### src/rtl/core/pfbpfa_pkg.sv
// Shared types, codes and helpers for the PFB to PFA converter.
// Used by the front, queue, back and top-level modules; no dependencies.

package pfbpfa_pkg;

  // Parser phase of the front end.
  typedef enum logic [2:0] {
    PH_MARKER,
    PH_TYPE,
    PH_LENGTH,
    PH_DATA,
    PH_HALT
  } phase_e;

  // What the back end has to expand for one queued entry.
  typedef enum logic {
    CMD_SINGLE,
    CMD_HEX
  } cmd_kind_e;

  typedef struct packed {
    cmd_kind_e   kind;
    logic [1:0]  status;
    logic [7:0]  data;
    logic        line_lf;
    logic        end_lf;
  } cmd_t;

  localparam logic [1:0] ST_CHAR       = 2'd0;
  localparam logic [1:0] ST_END        = 2'd1;
  localparam logic [1:0] ST_BAD_MARKER = 2'd2;
  localparam logic [1:0] ST_BAD_TYPE   = 2'd3;

  localparam logic [7:0] SEG_MARKER = 8'd128;
  localparam logic [7:0] SEG_TEXT   = 8'd1;
  localparam logic [7:0] SEG_BINARY = 8'd2;
  localparam logic [7:0] SEG_END    = 8'd3;
  localparam logic [7:0] CH_CR      = 8'd13;
  localparam logic [7:0] CH_LF      = 8'd10;
  localparam logic [7:0] BPL_RESET  = 8'd30;

  // Lowercase ASCII hex digit for one nibble.
  function automatic logic [7:0] hex_char(input logic [3:0] nib);
    logic [7:0] res;
    if (nib < 4'd10) begin
      res = {4'h3, nib};
    end else begin
      res = 8'h57 + {4'h0, nib};
    end
    return res;
  endfunction

endpackage

### src/rtl/core/pfbpfa_front.sv
// Front end of the PFB to PFA converter: segment header parser and line counter.
// Turns each accepted byte into at most one queue entry. Depends on pfbpfa_pkg.

module pfbpfa_front (
  input  logic              clk_i,
  input  logic              rst_ni,
  input  logic              in_valid_i,
  input  logic [7:0]        data_byte_i,
  input  logic              cfg_valid_i,
  input  logic [7:0]        cfg_data_i,
  input  logic              full_i,
  output logic              push_o,
  output pfbpfa_pkg::cmd_t  cmd_o
);
  import pfbpfa_pkg::*;

  phase_e      phase_q, phase_d;
  logic [1:0]  len_cnt_q, len_cnt_d;
  logic        binary_q, binary_d;
  logic [31:0] remaining_q, remaining_d;
  logic [7:0]  col_q, col_d;
  logic [7:0]  bpl_q;

  logic        accept;
  logic [31:0] full_len;
  logic        len_zero;
  logic [7:0]  col_next;
  logic        line_lf;
  logic        seg_last;

  assign accept   = in_valid_i && !full_i;
  assign full_len = {data_byte_i, remaining_q[23:0]};
  // A length with its top bit set counts as an empty segment.
  assign len_zero = data_byte_i[7] || (full_len == 32'd0);
  // A line size of zero behaves as 256 because the column wraps.
  assign col_next = col_q + 8'd1;
  assign line_lf  = (col_next == bpl_q);
  assign seg_last = (remaining_q == 32'd1);

  always_ff @(posedge clk_i or negedge rst_ni) begin
    if (!rst_ni) begin
      bpl_q <= BPL_RESET;
    end else if (cfg_valid_i) begin
      bpl_q <= cfg_data_i;
    end
  end

  always_ff @(posedge clk_i or negedge rst_ni) begin
    if (!rst_ni) begin
      phase_q     <= PH_MARKER;
      len_cnt_q   <= 2'd0;
      binary_q    <= 1'b0;
      remaining_q <= 32'd0;
      col_q       <= 8'd0;
    end else begin
      phase_q     <= phase_d;
      len_cnt_q   <= len_cnt_d;
      binary_q    <= binary_d;
      remaining_q <= remaining_d;
      col_q       <= col_d;
    end
  end

  // Next state.
  always_comb begin
    phase_d     = phase_q;
    len_cnt_d   = len_cnt_q;
    binary_d    = binary_q;
    remaining_d = remaining_q;
    col_d       = col_q;
    if (accept) begin
      unique case (phase_q)
        PH_MARKER: begin
          phase_d = (data_byte_i == SEG_MARKER) ? PH_TYPE : PH_HALT;
        end
        PH_TYPE: begin
          if (data_byte_i == SEG_TEXT || data_byte_i == SEG_BINARY) begin
            binary_d    = (data_byte_i == SEG_BINARY);
            len_cnt_d   = 2'd0;
            remaining_d = 32'd0;
            col_d       = 8'd0;
            phase_d     = PH_LENGTH;
          end else begin
            phase_d = PH_HALT;
          end
        end
        PH_LENGTH: begin
          unique case (len_cnt_q)
            2'd0: remaining_d = {remaining_q[31:8], data_byte_i};
            2'd1: remaining_d = {remaining_q[31:16], data_byte_i, remaining_q[7:0]};
            2'd2: remaining_d = {remaining_q[31:24], data_byte_i, remaining_q[15:0]};
            default: begin
              remaining_d = len_zero ? 32'd0 : full_len;
              phase_d     = len_zero ? PH_MARKER : PH_DATA;
            end
          endcase
          len_cnt_d = len_cnt_q + 2'd1;
        end
        PH_DATA: begin
          remaining_d = remaining_q - 32'd1;
          if (binary_q) begin
            col_d = line_lf ? 8'd0 : col_next;
          end
          if (seg_last) begin
            phase_d = PH_MARKER;
          end
        end
        PH_HALT: begin
          phase_d = PH_HALT;
        end
        default: begin
          phase_d = PH_HALT;
        end
      endcase
    end
  end

  // Queue entry for the accepted byte.
  always_comb begin
    push_o        = 1'b0;
    cmd_o.kind    = CMD_SINGLE;
    cmd_o.status  = ST_CHAR;
    cmd_o.data    = 8'd0;
    cmd_o.line_lf = 1'b0;
    cmd_o.end_lf  = 1'b0;
    if (accept) begin
      unique case (phase_q)
        PH_MARKER: begin
          if (data_byte_i != SEG_MARKER) begin
            push_o       = 1'b1;
            cmd_o.status = ST_BAD_MARKER;
          end
        end
        PH_TYPE: begin
          if (data_byte_i == SEG_END) begin
            push_o       = 1'b1;
            cmd_o.status = ST_END;
          end else if (data_byte_i != SEG_TEXT && data_byte_i != SEG_BINARY) begin
            push_o       = 1'b1;
            cmd_o.status = ST_BAD_TYPE;
          end
        end
        PH_LENGTH: begin
          // An empty binary segment still closes with a line feed.
          if (len_cnt_q == 2'd3 && len_zero && binary_q) begin
            push_o     = 1'b1;
            cmd_o.data = CH_LF;
          end
        end
        PH_DATA: begin
          push_o = 1'b1;
          if (binary_q) begin
            cmd_o.kind    = CMD_HEX;
            cmd_o.data    = data_byte_i;
            cmd_o.line_lf = line_lf;
            cmd_o.end_lf  = seg_last;
          end else begin
            cmd_o.data = (data_byte_i == CH_CR) ? CH_LF : data_byte_i;
          end
        end
        PH_HALT: begin
          push_o = 1'b0;
        end
        default: begin
          push_o = 1'b0;
        end
      endcase
    end
  end

  a_halt_sticks: assert property (@(posedge clk_i) disable iff (!rst_ni)
    (phase_q == PH_HALT) |=> (phase_q == PH_HALT))
    else $error("front left the halted phase");

  a_no_push_full: assert property (@(posedge clk_i) disable iff (!rst_ni)
    push_o |-> !full_i)
    else $error("front pushed into a full queue");

  a_data_nonempty: assert property (@(posedge clk_i) disable iff (!rst_ni)
    (phase_q == PH_DATA) |-> (remaining_q != 32'd0 && !remaining_q[31]))
    else $error("data phase with no bytes remaining");

endmodule

### src/rtl/core/pfbpfa_queue.sv
// Short first-in first-out queue of commands between the front and back ends.
// Depends on pfbpfa_pkg for the entry type.

module pfbpfa_queue #(
  parameter int unsigned Depth = 4
) (
  input  logic              clk_i,
  input  logic              rst_ni,
  input  logic              push_i,
  input  pfbpfa_pkg::cmd_t  push_data_i,
  input  logic              pop_i,
  output pfbpfa_pkg::cmd_t  head_o,
  output logic              empty_o,
  output logic              full_o
);
  import pfbpfa_pkg::*;

  localparam int unsigned PtrW = (Depth > 1) ? $clog2(Depth) : 1;
  localparam int unsigned CntW = $clog2(Depth + 1);
  localparam logic [PtrW-1:0] PtrLast = PtrW'(Depth - 1);

  cmd_t            mem_q [Depth];
  logic [PtrW-1:0] wr_ptr_q, rd_ptr_q;
  logic [CntW-1:0] count_q;
  logic            do_push, do_pop;

  assign empty_o = (count_q == CntW'(0));
  assign full_o  = (count_q == CntW'(Depth));
  assign do_push = push_i && !full_o;
  assign do_pop  = pop_i && !empty_o;
  assign head_o  = mem_q[rd_ptr_q];

  always_ff @(posedge clk_i) begin
    if (do_push) begin
      mem_q[wr_ptr_q] <= push_data_i;
    end
  end

  always_ff @(posedge clk_i or negedge rst_ni) begin
    if (!rst_ni) begin
      wr_ptr_q <= '0;
      rd_ptr_q <= '0;
      count_q  <= '0;
    end else begin
      if (do_push) begin
        wr_ptr_q <= (wr_ptr_q == PtrLast) ? '0 : wr_ptr_q + PtrW'(1);
      end
      if (do_pop) begin
        rd_ptr_q <= (rd_ptr_q == PtrLast) ? '0 : rd_ptr_q + PtrW'(1);
      end
      if (do_push && !do_pop) begin
        count_q <= count_q + CntW'(1);
      end else if (do_pop && !do_push) begin
        count_q <= count_q - CntW'(1);
      end
    end
  end

  a_count_bound: assert property (@(posedge clk_i) disable iff (!rst_ni)
    count_q <= CntW'(Depth))
    else $error("queue occupancy out of range");

endmodule

### src/rtl/core/pfbpfa_back.sv
// Back end of the PFB to PFA converter: expands queued commands into
// characters and status results behind an output register. Depends on pfbpfa_pkg.

module pfbpfa_back (
  input  logic              clk_i,
  input  logic              rst_ni,
  input  pfbpfa_pkg::cmd_t  head_i,
  input  logic              empty_i,
  output logic              pop_o,
  output logic              out_valid_o,
  input  logic              out_stall_i,
  output logic [7:0]        out_char_o,
  output logic [1:0]        status_o,
  output logic              last_o
);
  import pfbpfa_pkg::*;

  logic [1:0] step_q, step_d;
  logic       out_valid_q;
  logic [7:0] char_q;
  logic [1:0] status_q;
  logic       last_q;

  logic       load;
  logic [7:0] res_char;
  logic [1:0] res_status;
  logic       res_last;

  // A new result enters when the output register is free or being emptied.
  assign load = !empty_i && (!out_valid_q || !out_stall_i);

  always_comb begin
    res_char   = head_i.data;
    res_status = head_i.status;
    res_last   = 1'b1;
    if (head_i.kind == CMD_HEX) begin
      res_status = ST_CHAR;
      unique case (step_q)
        2'd0: begin
          res_char = hex_char(head_i.data[7:4]);
          res_last = 1'b0;
        end
        2'd1: begin
          res_char = hex_char(head_i.data[3:0]);
          res_last = !(head_i.line_lf || head_i.end_lf);
        end
        2'd2: begin
          // Line break or segment end; both only when a line closes the segment.
          res_char = CH_LF;
          res_last = !(head_i.line_lf && head_i.end_lf);
        end
        default: begin
          res_char = CH_LF;
          res_last = 1'b1;
        end
      endcase
    end
  end

  assign pop_o  = load && res_last;
  assign step_d = load ? (res_last ? 2'd0 : step_q + 2'd1) : step_q;

  always_ff @(posedge clk_i or negedge rst_ni) begin
    if (!rst_ni) begin
      step_q      <= 2'd0;
      out_valid_q <= 1'b0;
    end else begin
      step_q <= step_d;
      if (load) begin
        out_valid_q <= 1'b1;
      end else if (!out_stall_i) begin
        out_valid_q <= 1'b0;
      end
    end
  end

  always_ff @(posedge clk_i) begin
    if (load) begin
      char_q   <= res_char;
      status_q <= res_status;
      last_q   <= res_last;
    end
  end

  assign out_valid_o = out_valid_q;
  assign out_char_o  = char_q;
  assign status_o    = status_q;
  assign last_o      = last_q;

  a_step_idle: assert property (@(posedge clk_i) disable iff (!rst_ni)
    empty_i |-> (step_q == 2'd0))
    else $error("expansion in progress with an empty queue");

  a_step_three: assert property (@(posedge clk_i) disable iff (!rst_ni)
    (step_q == 2'd3) |-> (head_i.kind == CMD_HEX && head_i.line_lf && head_i.end_lf))
    else $error("fourth result for a command that has only three");

endmodule

### src/rtl/core/pfb_to_pfa_converter.sv
// Top level of the PFB to PFA converter.
// Instantiates pfbpfa_front, pfbpfa_queue and pfbpfa_back; uses pfbpfa_pkg.

// Converts a Type 1 font stream in PFB form into PFA text, one input byte per
// transfer. Each text byte gives one character; a binary byte becomes two
// lowercase hex characters plus an inserted line feed after every bytes_per_line
// bytes and one more at the end of the segment, so it occupies the
// single-character output port for 2 to 4 results. The output port is what
// limits the sustained rate. A queue of QueueDepth commands lets the parser run
// ahead of the character output; while the queue is full every input byte
// waits, header bytes included. Each result carries a status (character, end
// segment, bad marker, unknown type) and a last flag on the final result of its
// input byte. After an end segment or an error every further byte is accepted
// and dropped until reset. bytes_per_line is to be written through the
// configuration channel, which is always ready, while the block is idle; the
// block itself does not enforce this. Zero behaves as 256.

module pfb_to_pfa_converter #(
  parameter int unsigned QueueDepth = 4
) (
  input  logic       clk_i,
  input  logic       rst_ni,
  input  logic       in_valid_i,
  output logic       in_stall_o,
  input  logic [7:0] data_byte_i,
  output logic       out_valid_o,
  input  logic       out_stall_i,
  output logic [7:0] out_char_o,
  output logic [1:0] status_o,
  output logic       last_o,
  input  logic       cfg_valid_i,
  output logic       cfg_ready_o,
  input  logic [7:0] cfg_data_i
);
  import pfbpfa_pkg::*;

  cmd_t push_cmd;
  cmd_t head_cmd;
  logic push;
  logic pop;
  logic q_empty;
  logic q_full;

  assign in_stall_o  = q_full;
  assign cfg_ready_o = 1'b1;

  pfbpfa_front u_front (
    .clk_i       (clk_i),
    .rst_ni      (rst_ni),
    .in_valid_i  (in_valid_i),
    .data_byte_i (data_byte_i),
    .cfg_valid_i (cfg_valid_i),
    .cfg_data_i  (cfg_data_i),
    .full_i      (q_full),
    .push_o      (push),
    .cmd_o       (push_cmd)
  );

  pfbpfa_queue #(
    .Depth (QueueDepth)
  ) u_queue (
    .clk_i       (clk_i),
    .rst_ni      (rst_ni),
    .push_i      (push),
    .push_data_i (push_cmd),
    .pop_i       (pop),
    .head_o      (head_cmd),
    .empty_o     (q_empty),
    .full_o      (q_full)
  );

  pfbpfa_back u_back (
    .clk_i       (clk_i),
    .rst_ni      (rst_ni),
    .head_i      (head_cmd),
    .empty_i     (q_empty),
    .pop_o       (pop),
    .out_valid_o (out_valid_o),
    .out_stall_i (out_stall_i),
    .out_char_o  (out_char_o),
    .status_o    (status_o),
    .last_o      (last_o)
  );

endmodule
### config.mk
export PLATFORM = sky130hd
export DESIGN_NAME = pfb_to_pfa_converter
export DESIGN_NICKNAME = d
export VERILOG_FILES = /design/src/rtl/core/pfbpfa_pkg.sv /design/src/rtl/core/pfbpfa_front.sv /design/src/rtl/core/pfbpfa_queue.sv /design/src/rtl/core/pfbpfa_back.sv /design/src/rtl/core/pfb_to_pfa_converter.sv
export SDC_FILE = /design/constraint.sdc
export NUM_CORES = 1
export LEC_CHECK = 0
export BUFFER_PORTS_ARGS = -buffer_cell sky130_fd_sc_hd__buf_2
export CAP_MARGIN = 20
export CORE_UTILIZATION = 35
export CTS_CLUSTER_SIZE = 10
export DETAILED_ROUTE_END_ITERATION = 16
export GPL_TIMING_DRIVEN = 0
export PLACE_DENSITY = 0.5
export SYNTH_ARGS = -nofsm -noshare
export SYNTH_HDL_FRONTEND = slang
export SYNTH_SLANG_ARGS = --single-unit
### constraint.sdc
create_clock -name clk_i -period 9.8 [get_ports clk_i]
set_clock_uncertainty 0.1 [all_clocks]
set_input_delay 1.96 -clock clk_i [delete_from_list [all_inputs] [get_ports clk_i]]
set_output_delay 1.96 -clock clk_i [all_outputs]
set_load 0.01 [all_outputs]
==> results by group <==
Run
  • Max-cap violation count: 0

Synth
  • Prevailing post-synth register cell: edfxtp_1
  • Mean Syn Cell Area: roughly 11 um^2
  • Post-Synthesis Cells: between 600 and 700
  • Post-synth net total: just under 700
  • Async S/R FF share, synth: between 50% and 60%
  • Synth top area share: a little over a quarter
  • Post-synth cell types: 76
  • Yosys top cell by area: edfxtp_1
  • Post-synthesis sequential area ratio: 49.5%
  • Most frequent cells after synthesis: edfxtp_1 (63), nand2_1 (63), dfrtp_1 (60)
  • Number of synthesized flops with an enable pin: 63
  • Seq cells post-synth: ~130
  • Synthesized cell area: just over 0.007 mm^2
  • Yosys warnings: 0
  • Synth top area cells: edfxtp_1 (27%), dfrtp_1 (21%), mux4_2 (4.1%)

Global route
  • Global-route wire length before repair: ~29000 um
  • GRT Total Usage: between 10% and 20%
  • Grt total ovfl: 0
  • Largest net degree at the start of global routing: 48
  • Initial antenna violation count: 0
  • Vias in the first global route: between 5k and 6k

Finish
  • Multi-input combinational cell area: roughly 0.0033 mm^2
  • Post-route cell area: slightly above 0.008 mm^2
  • Proportion of layout cells with a drive suffix above 1: between 15 and 20%
  • Fillers: between 1.5k and 2k
  • Area growth, synth to finish: 15.1%
  • Antenna cells: 0
  • Reg area: around 0.0035 mm^2
  • Fin nets: 742

Power and ir drop
  • Leak: about 3 nW
  • P_int: about 0.93 mW
  • Reg power frac: between 40% and 50%
  • Gate power share: 3.2%
  • Switching Share: between 20 and 25%
  • Pwr per Cell Area: 147 mW/mm^2
  • Sw Pwr: 0.272 mW
  • Power, Total: between 1 and 1.5 mW
  • VDD IR-drop max: roughly 0.11 mV
  • Clock Power Share: between 40% and 50%

Place
  • PortBufs: 30
  • Final HPWL DP: between 10000 and 15000 um
  • Dpl ws: around 4.4 ns
  • Dpl cell area: 0.00758 mm^2
  • RD Place Congestion: 0.881

Route
  • DRT Pass-1 Iters: 4
  • Post-route ant nets: 0
  • Average routed wire per standard cell: between 15 and 20 um
  • Post-route DRC: 0
  • Via density: about 5.6
  • Via count: ~5.4k
  • Post-Route WL: between 15000 and 20000 um
  • Iteration-0 DRC Markers: 456

STA
  • Tmin final: a little under 5 ns
  • RSZ-0062 raised after global routing: false
  • Hold slack final: ~0.38 ns
  • Measured slew at the worst slew-check pin: approximately 1.1 ns
  • Crit share post-route: 50.8%
  • Post-layout worst setup margin: around 4.8 ns
  • Final Setup Violations: 0
  • Achievable Freq: 201 MHz
  • Final hold violations: 0
  • Slew Viols, Final: 0
  • Headroom to the max-slew limit: 27.1%
  • Setup TNS: 0 ns

CTS
  • Clock root buffer: clkbuf_16
  • CTS Sinks: between 100 and 150
  • Post-CTS sizing: 0
  • Total CTS buffers: 17
  • CTS Hold Buffers Added: 0
  • H-tree levels: 4
  • Clk slew on worst S/H paths: about 0.060 ns
  • Clock tree buffer depth: 2
  • Postcts setup bufs: 0
  • Worst skew pair latency: roughly 0.4 ns
  • CTS tree: built

Worst hold path
  • Endpoint, Worst Hold: u_back.out_valid_o
  • Worst Hold Path Cells: 2
  • Hold Crit Class: reg2reg
  • Hold Crit Start: u_back.out_valid_o

Worst setup path
  • Crit Path Max Fanout: 7
  • Critical path data arrival time: 5.21 ns
  • Reg2reg path depth: 13
  • CP startpoint kind: primary input
  • Crit path kind: in2reg
  • R2R Path End: u_queue.count_q[2]
  • Worst Setup End Kind: flop
  • Reg-to-reg startpoint: u_front.remaining_q[0]
  • Reg-to-reg setup timing slack: 5.65 ns
  • Worst EP required: 10.04 ns

Die
  • IO Pins: 35
  • Height of the die: 144 um
  • Chip Width: ~140 um
  • Core area: approximately 0.020 mm^2
  • Initial core utilization: between 30% and 40%
  • DIE AREA: between 0.02 and 0.025 mm^2
  • Cell Rows: 51

Run status
  • Status: finished clean
worst max-delay path by stage:
stage          slack (ns)            from            endpoint  depth (start not counted)
2_1_floorplan        4.91  data_byte_i[5]  u_queue.count_q[2]                         11
3_3_place_gp         4.44  data_byte_i[4]  u_queue.count_q[2]                         12
3_5_place_dp         4.43  data_byte_i[4]  u_queue.count_q[2]                         12
4_1_cts              4.86  data_byte_i[4]  u_queue.count_q[2]                         12
5_1_grt              4.67  data_byte_i[4]  u_queue.count_q[2]                         12
6_report             4.83  data_byte_i[4]  u_queue.count_q[2]                         12
per-layer routing:
metal | GRT usage (%) | up-vias | wire (um)
met5 | 0 | - | 0
met4 | 7.22 | 0 | 356
met3 | 4.30 | 28 | 770
met2 | 31.5 | 149 | 8830
met1 | 23.0 | 2727 | 7990
li1 | - | 2541 | -
sequential cells by signal, indices dropped and copies added, names as in the netlist, 2 cells and up:
register / count
u_front.phase_q: 3
u_queue.mem_q: 52
u_queue.rd_ptr_q: 2
u_front.remaining_q: 32
u_front.len_cnt_q: 2
u_back.step_q: 2
u_queue.count_q: 3
u_front.col_q: 8
u_back.out_char_o: 8
u_back.status_o: 2
u_queue.wr_ptr_q: 2
u_front.bpl_q: 8
layout make-up:
cell class,instances,area share [%]
flip-flops and latches,127,43.0
clock inverters,13,1.45
multi-input cells,467,41.0
repair buffers,32,2.31
inverters,27,1.25
well taps,265,4.08
plain buffers,28,1.61
clock buffers,19,5.32
power by group through the flow:
stage                     logic [mW]  clock network (mW)  registers [mW]
final                         0.0388               0.593           0.565
after global routing          0.0431               0.626           0.566
after CTS                     0.0394               0.608           0.565
after detailed placement      0.0392                   0           0.576
after global placement        0.0370                   0           0.576
after floorplan               0.0203                   0           0.574
cells in the final DEF (no fill, tap or decap), types with 10 or more instances in the layout:
cell       Yosys  routed
dfrtp_1       60      60
o21ai_0       26      26
nor2_1        43      43
buf_2          0      29
ha_1          20      20
nor2b_1       12      12
o21ai_1       11      11
inv_1         27      27
xnor2_1       10      10
nand3_1       23      23
nor3_1        20      20
mux4_2        13      13
clkbuf_16      0      17
clkbuf_1      22      24
nand2_1       63      63
and2_1        12      12
mux2_2        13      13
a22o_1        19      19
a21oi_1       28      28
edfxtp_1      63      63
per-stage QoR:
stage | std cells | utilization (%)
3_5_place_dp | 946 | 38.6
3_3_place_gp | 944 | 38.4
5_1_grt | 978 | 41.4
6_report | 978 | 41.4
4_1_cts | 978 | 41.4
2_1_floorplan | 649 | -
cells by family after synthesis:
group,after synthesis,share of synthesized area (%)
adder cells (fa/ha/maj),21,3.83
AO/OA/AOI/OAI,162,17.1
XOR/XNOR,18,2.23
flip-flops,127,49.5
other,1,0.0531
multiplexers,30,6.84
buffers and inverters,55,3.29
AND/OR/NAND/NOR,235,17.2
worst max-delay path, cell delays in order:
cell and delay [ns]:
buf_2 0.17, or3_1 0.47, or4_1 0.61, o31ai_4 0.41, nand4_2 0.21, a31oi_4 0.29
ha_1 0.23, inv_1 0.06, fa_1 0.37, xor2_1 0.16, nor2_1 0.12, xor2_1 0.15
Note: power is estimated with default switching activity, not from simulation.
